==> config.mk <==
export PLATFORM = sky130hd
export DESIGN_NAME = checked_alu_request_responder
export DESIGN_NICKNAME = d
export VERILOG_FILES = /design/src/rtl/caar_pkg.sv /design/src/rtl/caar_alu.sv /design/src/rtl/checked_alu_request_responder.sv
export SDC_FILE = /design/constraint.sdc
export NUM_CORES = 1
export LEC_CHECK = 0
export ABC_AREA = 1
export BUFFER_PORTS_ARGS = -buffer_cell sky130_fd_sc_hd__buf_2
export CORE_MARGIN = 5
export CORE_UTILIZATION = 50
export DETAILED_ROUTE_END_ITERATION = 7
export PLACE_DENSITY = 0.72
export SYNTH_ARGS = -nofsm -noshare
export SYNTH_HDL_FRONTEND = slang
export SYNTH_SLANG_ARGS = --single-unit
==> constraint.sdc <==
create_clock -name clk -period 3.9 [get_ports clk]
set_input_delay 0.78 -clock clk [delete_from_list [all_inputs] [get_ports clk]]
set_output_delay 0.78 -clock clk [all_outputs]
set_load 0.02 [all_outputs]
==> src/rtl/caar_pkg.sv <==
package caar_pkg;

    localparam int unsigned BYTE_W     = 8;
    localparam int unsigned WORD_W     = 32;
    localparam int unsigned POS_W      = 4;
    localparam int unsigned CNT_W      = 5;
    localparam int unsigned CHECK_POS  = 9;
    localparam int unsigned OPA_LAST   = 4;
    localparam int unsigned RESP_BYTES = 13;
    localparam int unsigned RESP_W     = RESP_BYTES * BYTE_W;

    localparam logic [BYTE_W-1:0] OP_ADD = 8'd1;
    localparam logic [BYTE_W-1:0] OP_SUB = 8'd2;
    localparam logic [BYTE_W-1:0] OP_MUL = 8'd3;
    localparam logic [BYTE_W-1:0] OP_DIV = 8'd4;

    typedef struct packed {
        logic              start;
        logic [BYTE_W-1:0] op;
        logic [WORD_W-1:0] a;
        logic [WORD_W-1:0] b;
    } alu_req_t;

    typedef struct packed {
        logic              done;
        logic [WORD_W-1:0] result;
    } alu_rsp_t;

endpackage

==> src/rtl/caar_alu.sv <==
// Iterative ALU around one shared 33-bit adder/subtractor.
// Add/sub: a single adder pass. Multiply: 32 shift-add steps. Divide: two magnitude steps,
// 32 restoring steps and one sign fix.
module caar_alu
(
    input  logic               clk,
    input  logic               rst_n,
    input  caar_pkg::alu_req_t req,
    output caar_pkg::alu_rsp_t rsp
);

    typedef enum logic [2:0] {
        A_IDLE,
        A_MUL,
        A_NEGA,
        A_NEGB,
        A_DIV,
        A_FIX
    } alu_state_t;

    alu_state_t                       state_reg;
    logic [caar_pkg::CNT_W-1:0]       cnt_reg;
    logic [caar_pkg::WORD_W-1:0]      acc_reg;     // product / remainder
    logic [caar_pkg::WORD_W-1:0]      mcand_reg;   // multiplicand / divisor
    logic [caar_pkg::WORD_W-1:0]      shift_reg;   // multiplier / dividend-quotient
    logic                             neg_q_reg;
    logic                             done_reg;
    logic [caar_pkg::WORD_W-1:0]      result_reg;

    logic [caar_pkg::WORD_W:0]        add_x;
    logic [caar_pkg::WORD_W:0]        add_y;
    logic                             add_sub;
    logic [caar_pkg::WORD_W+1:0]      add_sum;

    // Shared adder operand selection
    always_comb
    begin
        add_x   = '0;
        add_y   = '0;
        add_sub = 1'b0;
        case (state_reg)
            A_IDLE:
            begin
                add_x   = {1'b0, req.a};
                add_y   = {1'b0, req.b};
                add_sub = (req.op == caar_pkg::OP_SUB);
            end
            A_MUL:
            begin
                add_x = {1'b0, acc_reg};
                add_y = shift_reg[0] ? {1'b0, mcand_reg} : '0;
            end
            A_NEGA:
            begin
                add_y   = {1'b0, shift_reg};
                add_sub = 1'b1;
            end
            A_NEGB:
            begin
                add_y   = {1'b0, mcand_reg};
                add_sub = 1'b1;
            end
            A_DIV:
            begin
                add_x   = {acc_reg, shift_reg[caar_pkg::WORD_W-1]};
                add_y   = {1'b0, mcand_reg};
                add_sub = 1'b1;
            end
            A_FIX:
            begin
                add_y   = {1'b0, shift_reg};
                add_sub = 1'b1;
            end
            default:
            begin
                add_sub = 1'b0;
            end
        endcase
    end

    assign add_sum = add_sub ? ({1'b0, add_x} - {1'b0, add_y})
                             : ({1'b0, add_x} + {1'b0, add_y});

    always_ff @(posedge clk or negedge rst_n)
    begin
        if (!rst_n)
        begin
            state_reg  <= A_IDLE;
            done_reg   <= 1'b0;
            cnt_reg    <= '0;
            acc_reg    <= '0;
            mcand_reg  <= '0;
            shift_reg  <= '0;
            neg_q_reg  <= 1'b0;
            result_reg <= '0;
        end
        else
        begin
            done_reg <= 1'b0;
            case (state_reg)
                A_IDLE:
                begin
                    if (req.start)
                    begin
                        cnt_reg <= '1;
                        acc_reg <= '0;
                        case (req.op)
                            caar_pkg::OP_ADD,
                            caar_pkg::OP_SUB:
                            begin
                                result_reg <= add_sum[caar_pkg::WORD_W-1:0];
                                done_reg   <= 1'b1;
                            end
                            caar_pkg::OP_MUL:
                            begin
                                mcand_reg <= req.a;
                                shift_reg <= req.b;
                                state_reg <= A_MUL;
                            end
                            caar_pkg::OP_DIV:
                            begin
                                if (req.b == '0)
                                begin
                                    result_reg <= '0;
                                    done_reg   <= 1'b1;
                                end
                                else
                                begin
                                    shift_reg <= req.a;
                                    mcand_reg <= req.b;
                                    neg_q_reg <= req.a[caar_pkg::WORD_W-1]
                                               ^ req.b[caar_pkg::WORD_W-1];
                                    state_reg <= A_NEGA;
                                end
                            end
                            default:
                            begin
                                result_reg <= '0;
                                done_reg   <= 1'b1;
                            end
                        endcase
                    end
                end
                A_MUL:
                begin
                    acc_reg   <= add_sum[caar_pkg::WORD_W-1:0];
                    mcand_reg <= {mcand_reg[caar_pkg::WORD_W-2:0], 1'b0};
                    shift_reg <= {1'b0, shift_reg[caar_pkg::WORD_W-1:1]};
                    cnt_reg   <= cnt_reg - 1'b1;
                    if (cnt_reg == '0)
                    begin
                        result_reg <= add_sum[caar_pkg::WORD_W-1:0];
                        done_reg   <= 1'b1;
                        state_reg  <= A_IDLE;
                    end
                end
                A_NEGA:
                begin
                    // Take the dividend magnitude
                    if (shift_reg[caar_pkg::WORD_W-1])
                    begin
                        shift_reg <= add_sum[caar_pkg::WORD_W-1:0];
                    end
                    state_reg <= A_NEGB;
                end
                A_NEGB:
                begin
                    // Take the divisor magnitude
                    if (mcand_reg[caar_pkg::WORD_W-1])
                    begin
                        mcand_reg <= add_sum[caar_pkg::WORD_W-1:0];
                    end
                    state_reg <= A_DIV;
                end
                A_DIV:
                begin
                    // Restoring step: keep the difference when it did not borrow
                    if (!add_sum[caar_pkg::WORD_W+1])
                    begin
                        acc_reg   <= add_sum[caar_pkg::WORD_W-1:0];
                        shift_reg <= {shift_reg[caar_pkg::WORD_W-2:0], 1'b1};
                    end
                    else
                    begin
                        acc_reg   <= add_x[caar_pkg::WORD_W-1:0];
                        shift_reg <= {shift_reg[caar_pkg::WORD_W-2:0], 1'b0};
                    end
                    cnt_reg <= cnt_reg - 1'b1;
                    if (cnt_reg == '0)
                    begin
                        state_reg <= A_FIX;
                    end
                end
                A_FIX:
                begin
                    result_reg <= neg_q_reg ? add_sum[caar_pkg::WORD_W-1:0] : shift_reg;
                    done_reg   <= 1'b1;
                    state_reg  <= A_IDLE;
                end
                default:
                begin
                    state_reg <= A_IDLE;
                end
            endcase
        end
    end

    assign rsp.done   = done_reg;
    assign rsp.result = result_reg;

endmodule

==> src/rtl/checked_alu_request_responder.sv <==
// After the checksum byte, add, subtract, unknown opcode and divide by zero finish
// directly in caar_alu's idle state, while multiply and other divides iterate; a 13-byte
// response then leaves one byte a cycle while tx_stall is low. Input takes one request
// byte a cycle while receiving and the output register is free; it stalls while
// computing and sending. rst_n clears framing and outputs asynchronously.
module checked_alu_request_responder
(
    input  logic       clk,
    input  logic       rst_n,
    input  logic [7:0] rx_byte,
    input  logic       rx_valid,
    output logic       rx_stall,
    output logic [7:0] tx_byte,
    output logic       status,
    output logic       last,
    output logic       tx_valid,
    input  logic       tx_stall
);

    typedef enum logic [1:0] {
        S_RECV,
        S_CALC,
        S_SEND
    } top_state_t;

    top_state_t                        state_reg;
    logic [caar_pkg::POS_W-1:0]        pos_reg;
    logic [caar_pkg::BYTE_W-1:0]       opcode_reg;
    logic [caar_pkg::WORD_W-1:0]       op_a_reg;
    logic [caar_pkg::WORD_W-1:0]       op_b_reg;
    logic [caar_pkg::BYTE_W-1:0]       xor_reg;
    logic [caar_pkg::RESP_W-1:0]       resp_reg;
    logic [caar_pkg::POS_W-1:0]        send_cnt_reg;
    logic [caar_pkg::BYTE_W-1:0]       tx_byte_reg;
    logic                              status_reg;
    logic                              last_reg;
    logic                              tx_valid_reg;

    logic                              out_free;
    logic                              rx_accept;
    logic                              at_check;
    logic                              sum_ok;
    caar_pkg::alu_req_t                alu_req;
    caar_pkg::alu_rsp_t                alu_rsp;

    // The output register may take a new item when empty or being drained.
    assign out_free  = !tx_valid_reg || !tx_stall;
    assign rx_stall  = !((state_reg == S_RECV) && out_free);
    assign rx_accept = rx_valid && !rx_stall;
    // Any position from the checksum slot up is handled as the checksum byte.
    assign at_check  = (pos_reg >= caar_pkg::POS_W'(caar_pkg::CHECK_POS));
    assign sum_ok    = (rx_byte == xor_reg);

    // Launch the computation as the matching checksum byte is taken.
    assign alu_req.start = rx_accept && at_check && sum_ok;
    assign alu_req.op    = opcode_reg;
    assign alu_req.a     = op_a_reg;
    assign alu_req.b     = op_b_reg;

    caar_alu u_alu
    (
        .clk   (clk),
        .rst_n (rst_n),
        .req   (alu_req),
        .rsp   (alu_rsp)
    );

    always_ff @(posedge clk or negedge rst_n)
    begin
        if (!rst_n)
        begin
            state_reg    <= S_RECV;
            pos_reg      <= '0;
            opcode_reg   <= '0;
            op_a_reg     <= '0;
            op_b_reg     <= '0;
            xor_reg      <= '0;
            resp_reg     <= '0;
            send_cnt_reg <= '0;
            tx_byte_reg  <= '0;
            status_reg   <= 1'b0;
            last_reg     <= 1'b0;
            tx_valid_reg <= 1'b0;
        end
        else
        begin
            // Drop the output item once the consumer takes it.
            if (tx_valid_reg && !tx_stall)
            begin
                tx_valid_reg <= 1'b0;
            end

            case (state_reg)
                S_RECV:
                begin
                    if (rx_accept)
                    begin
                        if (!at_check)
                        begin
                            // Collect the request: opcode, then operands big-endian.
                            if (pos_reg == '0)
                            begin
                                opcode_reg <= rx_byte;
                                xor_reg    <= rx_byte;
                            end
                            else
                            begin
                                xor_reg <= xor_reg ^ rx_byte;
                                if (pos_reg <= caar_pkg::POS_W'(caar_pkg::OPA_LAST))
                                begin
                                    op_a_reg <= {op_a_reg[caar_pkg::WORD_W-9:0], rx_byte};
                                end
                                else
                                begin
                                    op_b_reg <= {op_b_reg[caar_pkg::WORD_W-9:0], rx_byte};
                                end
                            end
                            pos_reg <= pos_reg + 1'b1;
                        end
                        else
                        begin
                            pos_reg <= '0;
                            if (!sum_ok)
                            begin
                                // Checksum mismatch: drop the request, emit one status item.
                                tx_byte_reg  <= '0;
                                status_reg   <= 1'b1;
                                last_reg     <= 1'b1;
                                tx_valid_reg <= 1'b1;
                            end
                            else
                            begin
                                state_reg <= S_CALC;
                            end
                        end
                    end
                end
                S_CALC:
                begin
                    // Hold until the ALU finishes, then stage the whole response.
                    if (alu_rsp.done)
                    begin
                        resp_reg     <= {opcode_reg, op_a_reg, op_b_reg, alu_rsp.result};
                        send_cnt_reg <= '0;
                        state_reg    <= S_SEND;
                    end
                end
                S_SEND:
                begin
                    if (out_free)
                    begin
                        tx_byte_reg  <= resp_reg[caar_pkg::RESP_W-1 -: caar_pkg::BYTE_W];
                        resp_reg     <= {resp_reg[caar_pkg::RESP_W-caar_pkg::BYTE_W-1:0],
                                         caar_pkg::BYTE_W'(0)};
                        status_reg   <= 1'b0;
                        last_reg     <= (send_cnt_reg ==
                                         caar_pkg::POS_W'(caar_pkg::RESP_BYTES - 1));
                        tx_valid_reg <= 1'b1;
                        send_cnt_reg <= send_cnt_reg + 1'b1;
                        if (send_cnt_reg == caar_pkg::POS_W'(caar_pkg::RESP_BYTES - 1))
                        begin
                            state_reg <= S_RECV;
                        end
                    end
                end
                default:
                begin
                    state_reg <= S_RECV;
                end
            endcase
        end
    end

    assign tx_byte  = tx_byte_reg;
    assign status   = status_reg;
    assign last     = last_reg;
    assign tx_valid = tx_valid_reg;

endmodule

* Yosys cells after proc, flatten, opt, wreduce, memory -nomap -nowiden
Cells that the tools add are included.
** Cells by class
- Add/sub/neg operators :: 5
- Order comparisons :: 2
- Equal/unequal tests :: 29
- Multiplexer cells :: 71
- Bitwise logic cells :: 6
- Reduce and logical (&&, ||, !) cells :: 43
** Operator list (count)
- $mux W32 :: 13
- $pmux W32 S3 :: 4
- $pmux W32 S4 :: 2
- $mux W104 :: 2
- $pmux W104 S2 :: 1
- $pmux W32 S2 :: 2
- $pmux W33 S3 :: 1
- $mux W8 :: 5
- $reduce_and A5 Y1 :: 7
- $add A33 B33 Y34 :: 1
- $mux W34 :: 1
- $sub A33 B33 Y34 :: 1
- $logic_not A32 Y1 :: 1
- $eq A8 B2 Y1 const B :: 2
- $ne A2 B2 Y1 const B :: 8
- $pmux W8 S2 :: 1
- $reduce_and A4 Y1 :: 4
- $pmux W3 S5 :: 1
- $mux W1 :: 14
- $mux W2 :: 6
- $mux W3 :: 4
- $mux W4 :: 3
- $ne A2 B1 Y1 const B :: 5
- $pmux W1 S2 :: 5
- other kinds (39) :: 62
** Storage, ports and cells
- Flip-flop bits (word level) :: 343
- Output and inout bits :: 12

* Logic depth before layout (Yosys ltp)
- Word-level depth :: 8
- Depth in mapped cells :: 35
- Gate-level depth less buffers :: 33

* By module
From an unflattened synthesis, not the netlist that was laid out.
** Unflattened totals
- Cells, all modules :: 3235
- Area total of the unflattened synthesis :: 22590.4 µm²
** By module, submodules not included
- caar_alu :: instances 1, cells an instance 2175, area an instance 13135.1 µm², seq. area each 3453.3 µm²
- checked_alu_request_responder :: instances 1, cells an instance 1060, area an instance 9455.3 µm², seq. area each 5129.9 µm²

* Worst setup path after synthesis
OpenSTA, ideal clock, no wires.
- Path type :: reg2reg
- Start :: reg u_alu.state_reg[2]
- End :: reg u_alu.acc_reg[31] (netlist name)
- Library setup time :: 0.125 ns
- Data arrival time :: 4.143 ns
- Required time :: 3.775 ns
- Setup slack :: -0.367 ns
- Cell stages (with the launch flop) :: 32
- Path buffers :: 3
- Cell sequence :: dfrtp_1 > buf_2 > inv_1 > nand2_2 > nor2_1 > buf_2 > nand2_1 > nand2_1 > nor2_2 > ha_1 > inv_1 > nor2_1 > nand3_1 > nor2_1 > nand3_1 > o21ai_1 > o21ai_0 > xor2_1 > ha_1 > nand2_1 > nor2_1 > inv_1 > nor3_1 > nand2_1 > nor2_1 > nand3b_1 > nand3_2 > nand2_1 > buf_4 > nand2_1 > nand3_1 > nand3_1
** On the way
- Word-level cells in the longest chain between the ends :: 7
** Ends and longest elaborated chain
- start, declared :: line caar_alu.sv:21 : alu_state_t state_reg;
- start signal, assigned :: line caar_alu.sv:88 : state_reg <= A_IDLE;
- start signal, assigned :: line caar_alu.sv:118 : state_reg <= A_MUL;
- start signal, assigned :: line caar_alu.sv:133 : state_reg <= A_NEGA;
- $eq A3 B3 Y1, or another cell as far along :: line caar_alu.sv:41 : case (state_reg)
- $reduce_or A2 Y1 (no line)
- $pmux W32 S4 :: line caar_alu.sv:41
- $add A33 B33 Y34 / $sub A33 B33 Y34 (equally long branches) :: line caar_alu.sv:82, caar_alu.sv:81
- $mux W34 :: line caar_alu.sv:81 : assign add_sum = add_sub ? ({1'b0, add_x} - {1'b0, add_y})
- $mux W32 :: line caar_alu.sv:178 : if (!add_sum[caar_pkg::WORD_W+1])
- $pmux W32 S3 :: line caar_alu.sv:100 : case (state_reg)
- end signal, assigned :: line caar_alu.sv:146 : acc_reg <= add_sum[caar_pkg::WORD_W-1:0];
- end signal, assigned :: line caar_alu.sv:180 : acc_reg <= add_sum[caar_pkg::WORD_W-1:0];
- end signal, assigned :: line caar_alu.sv:185 : acc_reg <= add_x[caar_pkg::WORD_W-1:0];
- end, declared :: line caar_alu.sv:23 : logic [caar_pkg::WORD_W-1:0] acc_reg;
Parallel ways exist; a longest one is shown, timed or not.
A chain may end at the register's enable or synchronous reset.

* Final worst setup path
- Start :: reg u_alu.state_reg[0]
- End :: reg u_alu.acc_reg[13] (netlist name)
The elaborated chain is that of the path after synthesis.

==> run_results.csv <==
group,metric,value,unit
status,status,"complete, but fails checks",
status,violations,"negative setup slack",
place,dp_hpwl,70200,um
route,viasPerCell,5.97,
sta,finalSetupViolCount,100,
floorplan,pin_count,24,
setup_path,worstRegToRegCells,32,
sta,maxSlewViolCount,0,
cells_and_area,n_fill_cell,3734,
cells_and_area,largest_reg_flops,104,
floorplan,fp.dieW,219,um
place,pre_cts_ws,-902,ps
setup_path,timing.rr.end,"u_alu.acc_reg[13]$_DFFE_PN0P_",
global_routing,grt_pass1_vias,22800,
sta,worst_slew_pin_slew,883,ps
synthesis,synth-main-ff-cell,"dfrtp_1",
setup_path,crit_path_end_kind,"register",
synthesis,seq_area_frac_synth,39.3,%
global_routing,grt_start_max_net_pins,197,
synthesis,synth_enable_flop_cells,0,
pwr,ir_drop,0.00116,V
synthesis,synth_area_per_cell,7.05,sq um
synthesis,ys_types,49,
setup_path,path_max_fanout,7,
cts,cts_tree,"yes",
route,drtAntennaViolNets,0,
synthesis,syn_area,21800,sq um
route,dr.pass1.iters,6,
pwr,leakage,0.0137,uW
floorplan,start_util,50.6,%
cts,numCtsBuffers,41,
route,wl_per_cell,23.6,um
sta,setup_ws,-599,ps
cts,clockBufferDepth,3,
cells_and_area,finalNetCount,3489,
cells_and_area,n_antenna_cell,0,
flow_run,drv_cap,0,
setup_path,r2r_start,"u_alu.state_reg[0]$_DFFE_PN0P_",
sta,fin_crit_sh,115,%
setup_path,crit_top_cell,"nor2_4",
cells_and_area,area_delta_synth_final,32.2,%
floorplan,dieArea,47900,sq um
sta,fmax,0.222,GHz
setup_path,crit_required,4410,ps
place,portBuffers,23,
cts,cts_root_buf,"clkbuf_16",
synthesis,synth-seq-cells,343,
setup_path,slowest_delay,470,ps
setup_path,arrival,5010,ps
cells_and_area,finalNonFillerCells,4054,
route,routed_wl,95600,um
route,drc_errors,0,
global_routing,grt_pass1_wl,142000,um
place,gp_congestion,1.10,
route,vias,24200,
cts,hold_buffers,0,
sta,holdWs,271,ps
sta,maxSlewHeadroom,40.9,%
floorplan,fp.dieH,219,um
setup_path,crit_start,"u_alu.state_reg[0]$_DFFE_PN0P_",
synthesis,synth.yosys.warnings,0,
cts,clock_sinks,343,
pwr,p_per_area,784,nW/um^2
sta,hold_viol,0,
hold_path,min_path_type,"in2async",
setup_path,crit_end,"u_alu.acc_reg[13]$_DFFE_PN0P_",
synthesis,synth_fp_nets,3146,
cts,cts_htree_levels,2,
place,dp_cells,3927,
setup_path,slowest_stage,"dfrtp_2",
floorplan,row_count,76,
synthesis,synth_cells,3093,
setup_path,critPathLaunchType,"register",
sta,tns,-37850,ps
floorplan,core_area,43100,sq um
cts,clk_pin_slew,60,ps
setup_path,rrSetupSlack,-600,ps
sta,rsz0062_at_grt,"yes",
global_routing,overflow,0,
synthesis,synth-async-reset-ratio,100,%
setup_path,critical_path_class,"reg2reg",
global_routing,antenna_found_initial,3,
cts,insertion_delay,600,ps
sta,fin_skew,25.4,ps
route,drt-initial-drc-count,3305,
cells_and_area,final_layout_size_suffix_gt1_share,24.9,%
sta,fin_crit,4500,ps
global_routing,grt_use_total,38.9,%
==> routing by layer <==
layer  track usage (%)  wire length (um)  vias to the layer above
met5                 0                32                        -
met4              17.2              5340                        4
met3              9.55             10600                      258
met2              58.5             41300                     1440
met1              53.7             38300                    11600
li1                  -                 -                    10900
==> critical path, delay by kind of cell, from the launching register on <==
family / cells / cell delay (ps)
AOI/OAI and AO/OA: 3 / 560
buffers and inverters: 7 / 880
DFF: 1 / 470
xor gates and xnor gates: 1 / 140
adders and majority gates: 2 / 440
and+or+nand+nor: 19 / 1910
==> layout make-up <==
type | count | area, sq um | share of cell area [%]
Timing Repair Buffer | 465 | 3980 | 13.8
Clock inverter | 17 | 208 | 0.720
Multi-Input combinational cell | 2163 | 12500 | 43.4
Clock buffer | 59 | 1220 | 4.25
Tap cell | 585 | 732 | 2.54
Sequential cell | 343 | 8590 | 29.8
Inverter | 422 | 1590 | 5.53
==> how the worst min path moves through the flow <==
stage | depth (start not counted) | startpoint | slack (ps) | end
after CTS | 1 | rst_n | 300 | tx_byte[4]$_DFFE_PN0P_
final | 1 | rst_n | 270 | tx_byte[4]$_DFFE_PN0P_
after floorplan | 2 | u_alu.acc_reg[2]$_DFFE_PN0P_ | 450 | u_alu.acc_reg[2]$_DFFE_PN0P_
after global placement | 2 | last$_DFFE_PN0P_ | 460 | last$_DFFE_PN0P_
after detailed placement | 2 | u_alu.acc_reg[3]$_DFFE_PN0P_ | 470 | u_alu.acc_reg[3]$_DFFE_PN0P_
after global routing | 1 | rst_n | 340 | tx_byte[5]$_DFFE_PN0P_
==> cells in the mapped netlist (all sizes together) (2+ instances only) <==
master,instances,area [sq um]
o2111ai,5,43.8
a21oi,176,881
a211oi,2,15.0
and3,2,12.5
nor3,32,160
nor3b,2,15.0
nand3,202,1030
a41oi,3,26.3
xor2,50,438
and2,3,18.8
a22oi,4,30.0
ha,40,500
o21ai,379,1910
nand4,32,200
clkinv,6,22.5
nor2,180,731
o31ai,2,15.0
o221ai,26,228
inv,416,1560
nand3b,13,97.6
o21bai,5,37.5
xnor2,12,105
buf,41,213
dfrtp,343,8580
a2bb2oi,15,131
nand2,784,2960
nor4,8,50.1
o211ai,104,781
or2,10,62.6
o22ai,47,294
o21a,6,45.0
o22a,6,52.6
clkbuf,124,465
a21o,3,22.5
a31oi,6,37.5
==> power by group <==
group / switching (uW) / internal, uW / leakage [uW]
registers: 677 / 4300 / 0.00429
logic: 8170 / 5370 / 0.00866
clock network: 1690 / 2400 / 0.000695
==> logic make-up after synthesis <==
logic type	Yosys count	share of synthesized area, %
flip-flops	343	39.3
adder cells (fa/ha/maj)	41	2.39
buffers and inverters	587	10.4
AND/OR/NAND/NOR	1268	24.4
XOR/XNOR	62	2.49
AO/OA/AOI/OAI	792	21.0
==> through the flow <==
step	util [%]	power, uW	area, sq um
floorplan	-	9940	22000
global placement	59.0	16200	25400
detailed placement	59.0	16400	25400
CTS	64.4	21200	27800
global route	67.0	23600	28900
finish	67.0	22600	28900
==> cells in the final DEF (no fill, tap or decap), types with 30 or more instances in the layout <==
cell type	netlist	routed
nor2_4	0	32
nor2_1	158	112
buf_12	0	30
nand2_1	779	713
buf_4	2	387
o211ai_1	104	104
nand4_1	32	32
nand3_2	3	74
inv_1	411	399
ha_1	40	33
nand3_1	199	115
o21ai_0	369	330
xor2_1	50	39
a21oi_1	176	155
nor2_2	22	36
o21ai_1	7	34
clkbuf_16	0	43
dfrtp_1	343	340
nand2_2	4	54
o22ai_1	47	45
==> what timing repair did <==
action | CTS | global route
pin swaps | 33 | 116
endpoints found under the setup margin | 104 | 111
setup buffers | 31 | 19
resized for setup | 136 | 251
cloned | 4 | 1
(Power assumes the default switching activity.)
